[src/rtl/page_run_allocator_exact_worst_fit_assert.svh]
// assertion macros for the page run allocator
`ifndef PAGE_RUN_ALLOCATOR_EXACT_WORST_FIT_ASSERT_SVH
`define PAGE_RUN_ALLOCATOR_EXACT_WORST_FIT_ASSERT_SVH

// same-cycle implication
`define PRWF_ASSERT_IMP(lbl, ante, cons, msg) \
    lbl: assert property (@(posedge i_clk) disable iff (!i_rst_n) (ante) |-> (cons)) \
        else $error(msg);

// next-cycle implication
`define PRWF_ASSERT_NXT(lbl, ante, cons, msg) \
    lbl: assert property (@(posedge i_clk) disable iff (!i_rst_n) (ante) |=> (cons)) \
        else $error(msg);

`endif

[src/rtl/prwf_pkg.sv]
// shared types and constants of the page run allocator
`default_nettype none

package prwf_pkg;

    localparam int NUM_PAGES = 1024;
    localparam int PAGE_W    = $clog2(NUM_PAGES);
    localparam int CNT_W     = PAGE_W + 1;
    localparam int CFG_IDX_W = 2;

    localparam logic [CFG_IDX_W-1:0] CFG_REGION_START = CFG_IDX_W'(0);
    localparam logic [CFG_IDX_W-1:0] CFG_HEAP_END     = CFG_IDX_W'(1);

    typedef enum logic {
        CMD_ALLOC = 1'b0,
        CMD_FREE  = 1'b1
    } t_cmd;

    typedef enum logic [2:0] {
        ST_EXACT   = 3'd0,
        ST_WORST   = 3'd1,
        ST_EXTEND  = 3'd2,
        ST_NOSPACE = 3'd3,
        ST_FREED   = 3'd4,
        ST_IGNORED = 3'd5,
        ST_INVALID = 3'd6
    } t_status;

    typedef struct packed {
        t_cmd              cmd;
        logic [CNT_W-1:0]  pages_requested;
        logic [PAGE_W-1:0] target_page;
    } t_in_beat;

    typedef struct packed {
        t_status           status;
        logic [PAGE_W-1:0] run_page;
        logic [CNT_W-1:0]  break_now;
    } t_out_beat;

    typedef struct packed {
        logic [PAGE_W-1:0] region_start_page;
        logic [CNT_W-1:0]  heap_end_page;
    } t_cfg;

    typedef struct packed {
        logic             set;
        logic [CNT_W-1:0] page;
    } t_brk_set;

    typedef struct packed {
        logic              we;
        logic [PAGE_W-1:0] waddr;
        logic [CNT_W-1:0]  wdata;
        logic [PAGE_W-1:0] raddr;
    } t_mem_req;

    typedef struct packed {
        logic      valid;
        t_out_beat beat;
    } t_res;

endpackage

`default_nettype wire

[src/rtl/prwf_engine.sv]
// command sequencer: table clear, allocate scan, free and break recovery
`default_nettype none

module prwf_engine (
    input  wire logic                      i_clk,
    input  wire logic                      i_rst_n,
    input  wire logic                      i_in_valid,
    input  wire prwf_pkg::t_in_beat        i_in_beat,
    output logic                           o_busy,
    input  wire prwf_pkg::t_cfg            i_cfg,
    input  wire prwf_pkg::t_brk_set        i_brk_set,
    output prwf_pkg::t_mem_req             o_mem_req,
    input  wire logic [prwf_pkg::CNT_W-1:0] i_rdata,
    output prwf_pkg::t_res                 o_res,
    input  wire logic                      i_res_take
);

    import prwf_pkg::*;

    typedef enum logic [3:0] {
        S_CLEAR,
        S_IDLE,
        S_A_RD,
        S_A_EV,
        S_A_FIN,
        S_F_RD,
        S_F_EV,
        S_B_RD,
        S_B_EV,
        S_DONE
    } t_state;

    t_state            r_state, n_state;
    logic [CNT_W-1:0]  r_n, n_n;
    logic [PAGE_W-1:0] r_t, n_t;
    logic [CNT_W-1:0]  r_i, n_i;
    logic [CNT_W-1:0]  r_cnt, n_cnt;
    logic [CNT_W-1:0]  r_best, n_best;
    logic [PAGE_W-1:0] r_at, n_at;
    t_status           r_kind, n_kind;
    logic [CNT_W-1:0]  r_brk, n_brk;
    logic [PAGE_W-1:0] r_b, n_b;
    logic [PAGE_W-1:0] r_clr, n_clr;
    t_out_beat         r_out, n_out;

    logic [CNT_W-1:0]  w_end;
    logic [CNT_W-1:0]  w_room;
    logic [CNT_W:0]    w_top;
    logic [CNT_W-1:0]  w_brk_new;

    always_comb begin
        w_end  = (i_cfg.heap_end_page < CNT_W'(NUM_PAGES)) ? i_cfg.heap_end_page
                                                            : CNT_W'(NUM_PAGES);
        w_room = (w_end > r_brk) ? (w_end - r_brk) : '0;
        w_top  = {2'b00, r_t} + {1'b0, i_rdata};
        w_brk_new = {1'b0, r_b} + i_rdata;
    end

    always_comb begin
        n_state = r_state;
        n_n     = r_n;
        n_t     = r_t;
        n_i     = r_i;
        n_cnt   = r_cnt;
        n_best  = r_best;
        n_at    = r_at;
        n_kind  = r_kind;
        n_brk   = r_brk;
        n_b     = r_b;
        n_clr   = r_clr;
        n_out   = r_out;

        o_mem_req       = '0;
        o_mem_req.raddr = r_i[PAGE_W-1:0];

        case (r_state)
            S_CLEAR: begin
                o_mem_req.we    = 1'b1;
                o_mem_req.waddr = r_clr;
                o_mem_req.wdata = '0;
                n_clr = r_clr + PAGE_W'(1);
                if (r_clr == PAGE_W'(NUM_PAGES - 1)) begin
                    n_state = S_IDLE;
                end
            end
            S_IDLE: begin
                if (i_in_valid) begin
                    n_n = i_in_beat.pages_requested;
                    n_t = i_in_beat.target_page;
                    if (i_in_beat.cmd == CMD_ALLOC) begin
                        if (i_in_beat.pages_requested == '0) begin
                            n_out   = '{status: ST_NOSPACE, run_page: '0, break_now: r_brk};
                            n_state = S_DONE;
                        end else begin
                            n_i     = {1'b0, i_cfg.region_start_page};
                            n_cnt   = '0;
                            n_best  = '0;
                            n_at    = '0;
                            n_kind  = ST_NOSPACE;
                            n_state = S_A_RD;
                        end
                    end else if (i_in_beat.target_page < i_cfg.region_start_page ||
                                 {1'b0, i_in_beat.target_page} >= r_brk) begin
                        n_out   = '{status: ST_INVALID, run_page: '0, break_now: r_brk};
                        n_state = S_DONE;
                    end else begin
                        n_state = S_F_RD;
                    end
                end
            end
            S_A_RD: begin
                o_mem_req.raddr = r_i[PAGE_W-1:0];
                n_state = (r_i < r_brk) ? S_A_EV : S_A_FIN;
            end
            S_A_EV: begin
                if (i_rdata == '0) begin
                    n_cnt   = r_cnt + CNT_W'(1);
                    n_i     = r_i + CNT_W'(1);
                    n_state = S_A_RD;
                end else if (r_cnt == r_n) begin
                    n_at    = PAGE_W'(r_i - r_cnt);
                    n_kind  = ST_EXACT;
                    n_state = S_A_FIN;
                end else begin
                    if (r_cnt > r_best && r_cnt > r_n) begin
                        n_best = r_cnt;
                        n_at   = PAGE_W'(r_i - r_cnt);
                        n_kind = ST_WORST;
                    end
                    n_cnt   = '0;
                    n_i     = r_i + i_rdata;
                    n_state = S_A_RD;
                end
            end
            S_A_FIN: begin
                n_state = S_DONE;
                if (r_kind == ST_NOSPACE) begin
                    if (r_n > w_room) begin
                        n_out = '{status: ST_NOSPACE, run_page: '0, break_now: r_brk};
                    end else begin
                        o_mem_req.we    = 1'b1;
                        o_mem_req.waddr = r_brk[PAGE_W-1:0];
                        o_mem_req.wdata = r_n;
                        n_brk = r_brk + r_n;
                        n_out = '{status: ST_EXTEND, run_page: r_brk[PAGE_W-1:0],
                                  break_now: r_brk + r_n};
                    end
                end else begin
                    o_mem_req.we    = 1'b1;
                    o_mem_req.waddr = r_at;
                    o_mem_req.wdata = r_n;
                    n_out = '{status: r_kind, run_page: r_at, break_now: r_brk};
                end
            end
            S_F_RD: begin
                o_mem_req.raddr = r_t;
                n_state = S_F_EV;
            end
            S_F_EV: begin
                if (i_rdata == '0) begin
                    n_out   = '{status: ST_IGNORED, run_page: '0, break_now: r_brk};
                    n_state = S_DONE;
                end else begin
                    o_mem_req.we    = 1'b1;
                    o_mem_req.waddr = r_t;
                    o_mem_req.wdata = '0;
                    if (w_top == {1'b0, r_brk}) begin
                        n_brk   = {1'b0, i_cfg.region_start_page};
                        n_b     = r_t;
                        n_state = S_B_RD;
                    end else begin
                        n_out   = '{status: ST_FREED, run_page: '0, break_now: r_brk};
                        n_state = S_DONE;
                    end
                end
            end
            S_B_RD: begin
                if (r_b > i_cfg.region_start_page) begin
                    n_b             = r_b - PAGE_W'(1);
                    o_mem_req.raddr = r_b - PAGE_W'(1);
                    n_state         = S_B_EV;
                end else begin
                    n_out   = '{status: ST_FREED, run_page: '0, break_now: r_brk};
                    n_state = S_DONE;
                end
            end
            S_B_EV: begin
                if (i_rdata != '0) begin
                    n_brk   = w_brk_new;
                    n_out   = '{status: ST_FREED, run_page: '0, break_now: w_brk_new};
                    n_state = S_DONE;
                end else begin
                    n_state = S_B_RD;
                end
            end
            S_DONE: begin
                if (i_res_take) begin
                    n_state = S_IDLE;
                end
            end
            default: begin
                n_state = S_IDLE;
            end
        endcase

        // region start write moves the break
        if (i_brk_set.set) begin
            n_brk = i_brk_set.page;
        end
    end

    always_ff @(posedge i_clk) begin
        if (!i_rst_n) begin
            r_state <= S_CLEAR;
            r_clr   <= '0;
            r_brk   <= '0;
        end else begin
            r_state <= n_state;
            r_clr   <= n_clr;
            r_brk   <= n_brk;
        end
        r_n    <= n_n;
        r_t    <= n_t;
        r_i    <= n_i;
        r_cnt  <= n_cnt;
        r_best <= n_best;
        r_at   <= n_at;
        r_kind <= n_kind;
        r_b    <= n_b;
        r_out  <= n_out;
    end

    assign o_busy      = (r_state != S_IDLE);
    assign o_res.valid = (r_state == S_DONE);
    assign o_res.beat  = r_out;

endmodule

`default_nettype wire
[config.mk]
export PLATFORM = sky130hd
export DESIGN_NAME = prwf_engine
export DESIGN_NICKNAME = d
export VERILOG_FILES = /design/src/rtl/page_run_allocator_exact_worst_fit_assert.svh /design/src/rtl/prwf_pkg.sv /design/src/rtl/prwf_engine.sv
export SDC_FILE = /design/constraint.sdc
export NUM_CORES = 1
export LEC_CHECK = 0
export ABC_AREA = 0
export BUFFER_PORTS_ARGS = -buffer_cell sky130_fd_sc_hd__buf_4
export CORE_MARGIN = 8
export CORE_UTILIZATION = 55
export CTS_CLUSTER_DIAMETER = 80
export DETAILED_ROUTE_END_ITERATION = 10
export HOLD_SLACK_MARGIN = 0.08
export PLACE_DENSITY = 0.76
export SYNTH_ARGS = -nofsm -noshare
export SYNTH_HDL_FRONTEND = slang
export SYNTH_SLANG_ARGS = --single-unit
[constraint.sdc]
create_clock -name i_clk -period 9.55 [get_ports i_clk]
set_input_delay 1.4325 -clock i_clk [delete_from_list [all_inputs] [get_ports i_clk]]
set_output_delay 1.4325 -clock i_clk [all_outputs]
set_load 0.02 [all_outputs]
### After elaboration in Yosys (flattened, before gate mapping)

Index checks and enable logic that the tools add are counted.

| storage, ports and cells | value |
|---|---|
| flip-flop bits (word level) | 126 |
| word-level logic and storage cells | 162 |
| output and inout bits | 58 |
| bits in read-only memories | 0 |
| memory bits (writable) | 0 |
| latch bits | 0 |
| memories | 0 |

| operators by class | value |
|---|---|
| multiply operators | 0 |
| $lt $le $gt $ge | 9 |
| multiplexer cells | 74 |
| reductions and logical operators | 18 |
| add/sub/neg operators | 10 |
| bitwise gates (word level) | 0 |
| shifts and indexed selects | 0 |
| equality and inequality tests | 37 |
| divide/modulo/power cells | 0 |

Operators with widths:

| kind | count |
|---|---|
| 2-to-1 mux 11 bit | 21 |
| 2-to-1 mux 24 bit | 9 |
| one-hot mux 24 bit (5 select lines) | 1 |
| 2-to-1 mux 10 bit | 10 |
| 2-to-1 mux 22 bit | 4 |
| one-hot mux 11 bit (2 select lines) | 3 |
| one-hot mux 22 bit (3 select lines) | 1 |
| one-hot mux 10 bit (2 select lines) | 3 |
| greater-than comparator 11 bit | 4 |
| one-hot mux 4 bit (10 select lines) | 1 |
| 2-to-1 mux 4 bit | 9 |
| one-hot mux 11 bit (3 select lines) | 1 |
| inequality test 3 bit, second input constant | 10 |
| 2-to-1 mux 3 bit | 9 |
| inequality test 2 bit, second input constant | 12 |
| adder 11 x 1 -> 11 bit, second input constant | 2 |
| adder 11 bit | 2 |
| zero test 11 bit | 2 |
| == test 4 x 3 -> 1 bit, second input constant | 4 |
| AND reduction 7 bit | 2 |
| adder 10 x 11 -> 12 bit | 1 |
| == test 12 x 11 -> 1 bit | 1 |
| AND reduction 6 bit | 2 |
| adder 10 x 11 -> 11 bit | 1 |
| 30 further kinds | 33 |

### Longest topological paths before layout

Gate-level depths: netlist of the first run.

| depth | value |
|---|---|
| depth in word-level cells | 9 |
| gate-level depth with buffers | 24 |

### Least setup slack after synthesis of the first run

OpenSTA, ideal clock, no wires.

| path | value |
|---|---|
| kind | input port to output port |
| start point | input port i_cfg[1] (netlist name) |
| end point | output port o_mem_req[21] (netlist name) |
| arrival | 5.281 ns |
| stages on the path | 22 |
| data required time | 8.117 ns |
| slack | 2.836 ns |
| cells stage by stage | nor2b_1 > ha_1 > nor2b_1 > o21ai_0 > a21oi_1 > o21a_1 > nor2_1 > o21ai_0 > a41o_1 > o31a_1 > clkbuf_1 > nand2_1 > ha_1 > o21ai_0 > a21oi_1 > o31a_1 > nor4_1 > a211oi_1 > nor2_1 > clkbuf_1 > a22o_1 > a221o_1 |

RTL lines:

| element | RTL line | text |
|---|---|---|
| from (decl) | prwf_engine.sv:10 | `input wire prwf_pkg::t_cfg i_cfg,` |
| to (decl) | prwf_engine.sv:12 | `output prwf_pkg::t_mem_req o_mem_req,` |

==> results of run 1 <==
## worst paths after layout
kind | start | endpoint | slack, ns | cells past startpoint
worst min register to register | r_clr[8]$_SDFFE_PN0N_ | r_clr[8]$_SDFFE_PN0N_ | 0.52 | 2
worst max-delay path | i_cfg[10] | o_mem_req[21] | 1.73 | 22
worst min-delay path | r_clr[8]$_SDFFE_PN0N_ | r_clr[8]$_SDFFE_PN0N_ | 0.52 | 2
worst max register to register | r_brk[1]$_SDFFE_PN0P_ | o_res[0]$_DFFE_PP_ | 3.87 | 21
## power by group
part | total (uW) | internal, uW | switching, uW
Sequential | 606 | 589 | 16.8
Combinational | 279 | 124 | 155
Clock | 643 | 390 | 253
Total | 1530 | 1100 | 425
## placed cells by master (no fill, tap or decap), types with 6 or more instances in the layout
cell / count
nor2_1: 102
and2_1: 18
xnor2_1: 53
inv_1: 89
nand2b_1: 11
edfxtp_1: 100
o21bai_1: 11
a21o_1: 20
buf_4: 134
or3_1: 9
ha_1: 135
fa_1: 6
nor4_1: 14
a21oi_1: 54
a211oi_1: 17
a221o_1: 23
nand4_1: 14
nor3_1: 25
nor2b_1: 18
a22o_1: 14
nand2_1: 85
o21ai_0: 75
dfxtp_1: 25
o211ai_1: 7
clkbuf_16: 17
nand3_1: 29
a221oi_1: 8
o21a_1: 14
a31oi_1: 6
xor2_1: 26
## cells in the mapped netlist, types with 3 or more instances
library cell and count:
nand2_1 85, a21oi_1 54, a221oi_1 8, a22o_1 14, o41ai_1 3, nor2_1 105, nor2b_1 18, clkbuf_1 30
o21ai_0 75, o21a_1 14, nor3_1 25, mux2i_1 5, a222oi_1 5, nand2b_1 11, a211oi_1 17, o311ai_0 3
a31oi_1 6, xor2_1 26, buf_6 3, nand3_1 29, nand4_1 14, o211ai_1 7, edfxtp_1 100, a2111oi_0 3
a21o_1 20, inv_1 89, dfxtp_1 25, nor4_1 14, o21bai_1 11, xnor2_1 53, o31ai_1 3, or3_1 9
and2_1 18, a221o_1 23, o2bb2ai_1 3, fa_1 6, ha_1 135
## registers in the layout (all words and copies together) (netlist names)
signal and cells:
o_res 24, r_best 11, r_brk 11, r_cnt 11, r_i 11, r_n 11, r_at 10, r_b 10
r_clr 10, r_t 10, r_state 4, r_kind 2
## logic make-up after synthesis
group,count (synthesis),synth area share
simple gates,347,0.160
compound gates,298,0.203
fa+ha+maj,141,0.174
buf+inv,129,0.0501
flops,125,0.337
xor+xnor,80,0.0688
mux,6,0.00590
## final cells by class
type	instances	share of cell area
multi-input combinational	872	0.527
sequential	125	0.289
clock buffer	22	0.0408
inverter	91	0.0282
tap	234	0.0242
clock inverter	10	0.00724
timing repair buffer	134	0.0831
## layer usage
layer	vias up	wire, microns	global-route usage
met5	-	0	0
met3	102	3530	0.0524
li1	4383	-	-
met1	4532	13600	0.369
met2	552	16000	0.474
met4	0	1560	0.139
## worst min-delay path: stages, from the launching register on
cell	delay, ns
dfxtp_1	0.34
o21ai_0	0.08
a21oi_1	0.06
## stage by stage
step	cells	total power, uW
5_1_grt	1488	1570
6_report	1488	1530
4_1_cts	1488	1520
2_1_floorplan	1126	795
3_5_place_dp	1456	888
3_3_place_gp	1456	883
==> results_dict.tcl, run 1 <==
set metrics [dict create \
    track_usage 0.291 \
    syn_inst 1126 \
    synth_edf_count 100 \
    drt_iter0_markers 1163 \
    rsz0062_at_grt "no" \
    cts_buffers 17 \
    setup_viol 0 \
    worstMarginPinSlew_ns 1.20 \
    holdWs_ns 0.522 \
    cp_max_fo 20 \
    cp-start-kind "input pin" \
    first_global_vias 9143 \
    root_buffer "clkbuf_16" \
    crit_path_frequent_cell "o21ai_0" \
    ys_seq_area_frac 0.337 \
    synth_area_leader_cell "edfxtp_1" \
    ctsResizeCount 0 \
    post_synth.cell_area_avg_sq_um 9.22 \
    stdcell_area_sq_um 12100 \
    cp.required_ns 8.12 \
    synth_fp_nets 1337 \
    routed_wl_microns 34700 \
    die_h_microns 153 \
    drive_above_1_share 0.154 \
    power_density_nw_per_um2 126 \
    numClockSinks 125 \
    status "finished, final reports clean" \
    fin_ws_ns 1.73 \
    clock_latency_ns 0.43 \
    cap_violations 0 \
    dp_slack_ns 1.86 \
    portBuffers 127 \
    path_clk_slew_ns 0.06 \
    dr.pass1.iters 6 \
    nets 1452 \
    relSlewSlack 0.201 \
    cts.path.max_buffers 2 \
    finalCriticalPeriod_ns 7.82 \
    viasPerCell 6.43 \
    wire_per_inst_microns 23.3 \
    p_leak_uw 0.00505 \
    slew_violations 0 \
    cts_tree "done" \
    cp_data_arrival_time_ns 6.39 \
    crit_buf_inv 2 \
    fin_util 0.649 \
    drtAntennaViolNets 0 \
    vias 9569 \
    regArea_sq_um 3500 \
    syn_area_sq_um 10400 \
    grt_start_max_net_pins 38 \
    rows 50 \
    fin_setup_tns_ns 0 \
    yosys_warnings 0 \
    path_cells "buf_4, nor2b_1, ha_1, nor2b_1, o21ai_0, a21oi_1, o21a_1, nor2_1, o21ai_0, a41o_1, o31a_1, nand3b_1, ha_1, o21ai_0, a21oi_1, o31a_1, nor4_1, a211oi_1, nor2_2, a22o_1, a221o_1, buf_4" \
    endpoint_kind "primary output" \
    drc 0 \
    dp_hpwl_microns 27300 \
    crit_family "compound AO/OA/AOI/OAI gates" \
    insertedDiodeCount 0 \
    grt_pass1_wl_microns 52700 \
    io_pins 128 \
    hold_viol 0 \
    ys_types 81 \
    core_sq_um 18600 \
    die-area_sq_um 23500 \
    die_x_microns 153 \
    synth_top_area_share 0.289 \
    crit_type "in -> out" \
    postPlaceCellArea_sq_um 11500 \
    skew_ns 0.00596 \
    area_growth_pct 16.5 \
    grt_remaining_overflow 0 \
    multi_input_area_sq_um 6380 \
    cts_setup_buffers 0 \
    gp_congestion 0.974 \
    timing.fmax_mhz 128 \
    antenna_found_initial 0 \
    synth_area_leaders "edfxtp_1 29%, ha_1 16%, dfxtp_1 4.8%" \
    fillers 1554 \
    critical_path.slowest_cell "nor2_2" \
    synthFlopType "edfxtp_1" \
    ir_worst_vdd_mv 0.130 \
    initial_core_util 0.557 \
    ys_ff_latch 125 \
    cts_max_level 4 \
    holdBufCountCts 0 \
    fin_crit_sh 0.819 \
    max_stage_delay_ns 0.83 \
    async_reset_ff_frac 0 \
    min_path_type "reg -> reg" \
]
No activity file was read; power rests on OpenSTA's default activity.
==> run 2, diff against run 1 <==
Clock period 9.55 ns to 7.2 ns, I/O delays scaled along.
==> results_dict.tcl, run 2 (same netlist as run 1, synthesis figures left out) <==
set metrics [dict create \
    status "finished, final reports clean" \
    hold_path_depth 2 \
    cp_data_arrival_time_ns 5.59 \
    cts_setup_buffers 0 \
    final_cell_mix "136 x buf_4, 135 x ha_1, 103 x nor2_1" \
    crit_buf_inv 3 \
    die-area_sq_um 23500 \
    r2r_cells 20 \
    nets 1454 \
    numClockSinks 125 \
    r2r_setup_slack_ns 1.85 \
    core_sq_um 18600 \
    p_leak_uw 0.00506 \
    insertedDiodeCount 0 \
    grt_pass1_wl_microns 52800 \
    rows 50 \
    crit_type "in -> out" \
    die_h_microns 153 \
    wire_per_inst_microns 23.4 \
    fin_setup_tns_ns 0 \
    r2r-end "r_brk[6]$_SDFFE_PN0P_" \
    clock_latency_ns 0.43 \
    timing.fmax_mhz 150 \
    gp_congestion 0.953 \
    min_path_type "reg -> reg" \
    cts_max_level 4 \
    drt_iter0_markers 908 \
    viasPerCell 6.37 \
    hold_viol 0 \
    reg2reg_from "r_brk[3]$_SDFFE_PN0P_" \
    final_common_cell "buf_4" \
    drtAntennaViolNets 0 \
    switching_share 0.273 \
    hp-start "r_clr[9]$_SDFFE_PN0N_" \
    antenna_found_initial 0 \
    largest_reg_flops 24 \
    routed_wl_microns 34900 \
    pwr-share-seq 0.390 \
    ctsResizeCount 0 \
    clockPowerShare 0.425 \
    cts_buffers 17 \
    io_pins 128 \
    cts.path.max_buffers 2 \
    rsz0062_at_grt "no" \
    area_growth_pct 16.7 \
    ir_worst_vdd_mv 0.176 \
    cp_max_fo 20 \
    critical_path.slowest_cell "a211oi_1" \
    root_buffer "clkbuf_16" \
    dr.pass1.iters 5 \
    worstMarginPinSlew_ns 1.15 \
    finalCriticalPeriod_ns 6.67 \
    path_clk_slew_ns 0.06 \
    initial_core_util 0.557 \
    holdBufCountCts 0 \
    path_cells "buf_4, nor2b_1, ha_1, nor2b_1, o21ai_0, a21oi_1, o21a_1, nor2_1, o21ai_0, a41o_1, o31a_1, nor2b_1, ha_1, nand2b_1, a21oi_1, o31a_1, nor4_1, a211oi_1, nor2_1, buf_4, a22o_1, a221o_1, buf_4" \
    vias 9484 \
    die_x_microns 153 \
    grt_remaining_overflow 0 \
    setup_viol 0 \
    whs_endpoint "r_clr[9]$_SDFFE_PN0N_" \
    drc 0 \
    relSlewSlack 0.232 \
    slew_violations 0 \
    cp-start-kind "input pin" \
    fillers 1545 \
    first_global_vias 9183 \
    portBuffers 127 \
    dp_hpwl_microns 27200 \
    max_stage_delay_ns 0.41 \
    skew_ns 0.00999 \
    cp.required_ns 6.12 \
    fin_crit_sh 0.927 \
    crit_family "compound AO/OA/AOI/OAI gates" \
    p_comb_frac 0.184 \
    p_switching_uw 559 \
    power_density_nw_per_um2 169 \
    grt_start_max_net_pins 38 \
    stdcell_count 1490 \
    track_usage 0.292 \
    endpoint_kind "primary output" \
    intPower_uw 1490 \
    drive_above_1_share 0.150 \
    dpl.cell_count 1458 \
    cap_violations 0 \
    cts_tree "done" \
]
[run 2: changes by cell type in the layout (fill, tap and decap cells not counted), sizes merged]
cell	delta
buf	+2
bufinv	+2
clkbuf	-1
clkinv	+1
clkinvlp	-2
[run 2: cell type report]
class / instances / area, sq um / share of cell area
Clock buffer: 21 / 440 / 0.0363
Clock inverter: 11 / 144 / 0.0119
Inverter: 91 / 342 / 0.0282
Multi-Input combinational cell: 872 / 6370 / 0.526
Sequential cell: 125 / 3500 / 0.289
Tap cell: 234 / 293 / 0.0242
Timing Repair Buffer: 136 / 1020 / 0.0843
[run 2: worst max-delay path by stage]
| stage | to | startpoint | slack, ns | cells past startpoint |
|---|---|---|---|---|
| after floorplan | o_mem_req[21] | i_cfg[1] | 1.19 | 22 |
| after global routing | o_mem_req[24] | i_cfg[10] | 0.27 | 23 |
| final | o_mem_req[24] | i_cfg[10] | 0.53 | 23 |
| after CTS | o_mem_req[24] | i_cfg[10] | 0.60 | 23 |
| after detailed placement | o_mem_req[28] | i_cfg[10] | 0.62 | 23 |
| after global placement | o_mem_req[21] | i_cfg[10] | 0.68 | 23 |
[run 2: power by group through the flow]
stage	clock [uW]	sequential (uW)	combinational [uW]
2_1_floorplan	0	804	250
6_report	871	799	377
4_1_cts	872	798	370
3_3_place_gp	0	813	360
3_5_place_dp	0	813	366
5_1_grt	902	799	414
[run 2: layer usage]
layer	GRT usage	share of wire
met5	0	0
met4	0.144	0.044
met3	0.0677	0.10
met2	0.469	0.46
met1	0.365	0.39
[run 2: stage by stage]
step | total power [uW] | area (sq um) | hold slack, ns | setup WS, ns | utilization
5_1_grt | 2110 | 12100 | 0.542 | 0.266 | 0.650
4_1_cts | 2040 | 12100 | 0.519 | 0.601 | 0.650
3_3_place_gp | 1170 | 11500 | 0.494 | 0.683 | 0.619
6_report | 2050 | 12100 | 0.524 | 0.529 | 0.650
3_5_place_dp | 1180 | 11500 | 0.511 | 0.619 | 0.619
2_1_floorplan | 1050 | 10400 | 0.471 | 1.19 | -
[run 2: worst min-delay path, delay by kind of cell (launching register included)]
kind	cells	cell delay, ns
AOI/OAI and AO/OA	2	0.14
DFF	1	0.33
==> run 3, diff against run 2 <==
Settings changed: REMOVE_ABC_BUFFERS set to 1, SKIP_LAST_GASP set to 1.
==> results_dict.tcl, run 3 (same netlist as run 1, synthesis figures left out) <==
set metrics [dict create \
    path_cells "buf_4, nor2b_1, ha_1, nor2b_1, o21ai_0, a21oi_1, o21a_1, nor2_1, o21ai_0, a41o_1, o31a_1, nor2b_1, ha_1, nand2b_1, a21oi_1, o31a_1, nor4_1, a211oi_1, nor2_2, a22o_1, a221o_1, buf_4" \
    cap_violations 0 \
    drive_above_1_share 0.153 \
    cp_max_fo 11 \
    p_comb_frac 0.187 \
    dp_hpwl_microns 26800 \
    cts_buffers 17 \
    numClockSinks 125 \
    hold_path_depth 2 \
    postPlaceCellArea_sq_um 11600 \
    pwr-share-seq 0.391 \
    hp-start "r_clr[6]$_SDFFE_PN0N_" \
    p_leak_uw 0.00508 \
    rows 50 \
    io_pins 128 \
    drtAntennaViolNets 0 \
    setup_viol 0 \
    multi_input_area_sq_um 6380 \
    portBuffers 127 \
    hold_viol 0 \
    initial_core_util 0.557 \
    p_switching_uw 548 \
    clock_latency_ns 0.43 \
    reg2reg_from "r_brk[2]$_SDFFE_PN0P_" \
    max_stage_delay_ns 0.48 \
    relSlewSlack 0.214 \
    grt_start_max_net_pins 38 \
    skew_ns 0.00894 \
    p_total_uw 2030 \
    cts_max_level 4 \
    dpl.cell_count 1462 \
    intPower_uw 1480 \
    crit_path_frequent_cell "nor2b_1" \
    r2r_cells 20 \
    grt_pass1_wl_microns 50400 \
    cp_data_arrival_time_ns 5.78 \
    stdcell_area_sq_um 12100 \
    r2r_setup_slack_ns 2.02 \
    cts_setup_buffers 0 \
    gp_congestion 0.977 \
    whs_endpoint "r_clr[6]$_SDFFE_PN0N_" \
    rsz0062_at_grt "no" \
    area_growth_pct 16.9 \
    final_common_cell "buf_4" \
    critical_path.slowest_cell "a211oi_1" \
    path_clk_slew_ns 0.06 \
    crit_type "in -> out" \
    endpoint_kind "primary output" \
    cp-start-kind "input pin" \
    viasPerCell 6.27 \
    ir_worst_vdd_mv 0.169 \
    finalCriticalPeriod_ns 6.86 \
    core_sq_um 18600 \
    insertedDiodeCount 0 \
    switching_share 0.270 \
    die_h_microns 153 \
    die-area_sq_um 23500 \
    slew_violations 0 \
    fin_crit_sh 0.952 \
    antenna_found_initial 0 \
    root_buffer "clkbuf_16" \
    dr.pass1.iters 5 \
    die_x_microns 153 \
    cp.required_ns 6.12 \
    timing.fmax_mhz 146 \
    holdWs_ns 0.519 \
    largest_reg_flops 24 \
    wire_per_inst_microns 22.6 \
    clockPowerShare 0.422 \
    final_cell_mix "140 x buf_4, 135 x ha_1, 102 x nor2_1" \
    min_path_type "reg -> reg" \
    routed_wl_microns 33700 \
    drt_iter0_markers 1059 \
    nets 1458 \
    fin_setup_tns_ns 0 \
    regArea_sq_um 3500 \
    grt_remaining_overflow 0 \
    status "finished, final reports clean" \
    vias 9362 \
    stdcell_count 1494 \
    drc 0 \
    track_usage 0.281 \
    cts.path.max_buffers 2 \
    fillers 1587 \
    worstMarginPinSlew_ns 1.18 \
    r2r-end "r_brk[3]$_SDFFE_PN0P_" \
    cts_tree "done" \
    power_density_nw_per_um2 167 \
    first_global_vias 8878 \
]
run 3: changes by cell type in the layout (fill, tap and decap cells not counted), sizes merged:
cell,change
bufinv,-1
clkbuf,+4
buf,+4
clkinv,-2
clkinvlp,-1
run 3: worst max-delay path: cells and delay by family:
family | cells | cell delay (ns)
adder cells (fa/ha/maj) | 2 | 0.45
AND/OR/NAND/NOR | 7 | 1.17
buffers and inverters | 2 | 0.31
AO/OA/AOI/OAI | 11 | 2.78
run 3: worst max path at each step:
stage | startpoint | endpoint | cells past startpoint
6_report | i_cfg[10] | o_mem_req[22] | 22
5_1_grt | i_cfg[10] | o_mem_req[28] | 22
4_1_cts | i_cfg[10] | o_mem_req[22] | 22
3_5_place_dp | i_cfg[10] | o_mem_req[24] | 22
3_3_place_gp | i_cfg[10] | o_mem_req[25] | 22
2_1_floorplan | i_cfg[1] | o_mem_req[21] | 20
run 3: repair_timing:
action	4_1_cts	5_1_grt
hold buffers	0	0
setup endpoints to repair	0	10
resized for setup	0	1
run 3: metal layers:
| layer | GRT usage | share of wire | vias to the layer above |
|---|---|---|---|
| met1 | 0.351 | 0.41 | 4390 |
| met3 | 0.0632 | 0.092 | 96 |
| li1 | - | - | 4401 |
| met2 | 0.446 | 0.45 | 475 |
| met5 | 0 | 0 | - |
| met4 | 0.150 | 0.055 | 0 |
run 3: metrics by stage:
| step | setup slack [ns] | util |
|---|---|---|
| final | 0.345 | 0.651 |
| after global routing | 0.107 | 0.651 |
| after CTS | 0.217 | 0.651 |
| after detailed placement | 0.230 | 0.620 |
| after global placement | 0.342 | 0.620 |
| after floorplan | 0.929 | - |
run 3: layout make-up:
class,count,share of cell area
multi-input combinational,872,0.526
sequential,125,0.289
tap,234,0.0241
inverter,91,0.0281
timing repair buffer,140,0.0866
clock inverter,7,0.00721
clock buffer,25,0.0400
run 3: power by group through the flow:
stage | clock network [uW] | registers [uW] | logic, uW
after floorplan | 0 | 804 | 244
after CTS | 855 | 793 | 375
final | 856 | 794 | 381
after detailed placement | 0 | 808 | 372
after global routing | 885 | 793 | 415
after global placement | 0 | 808 | 368
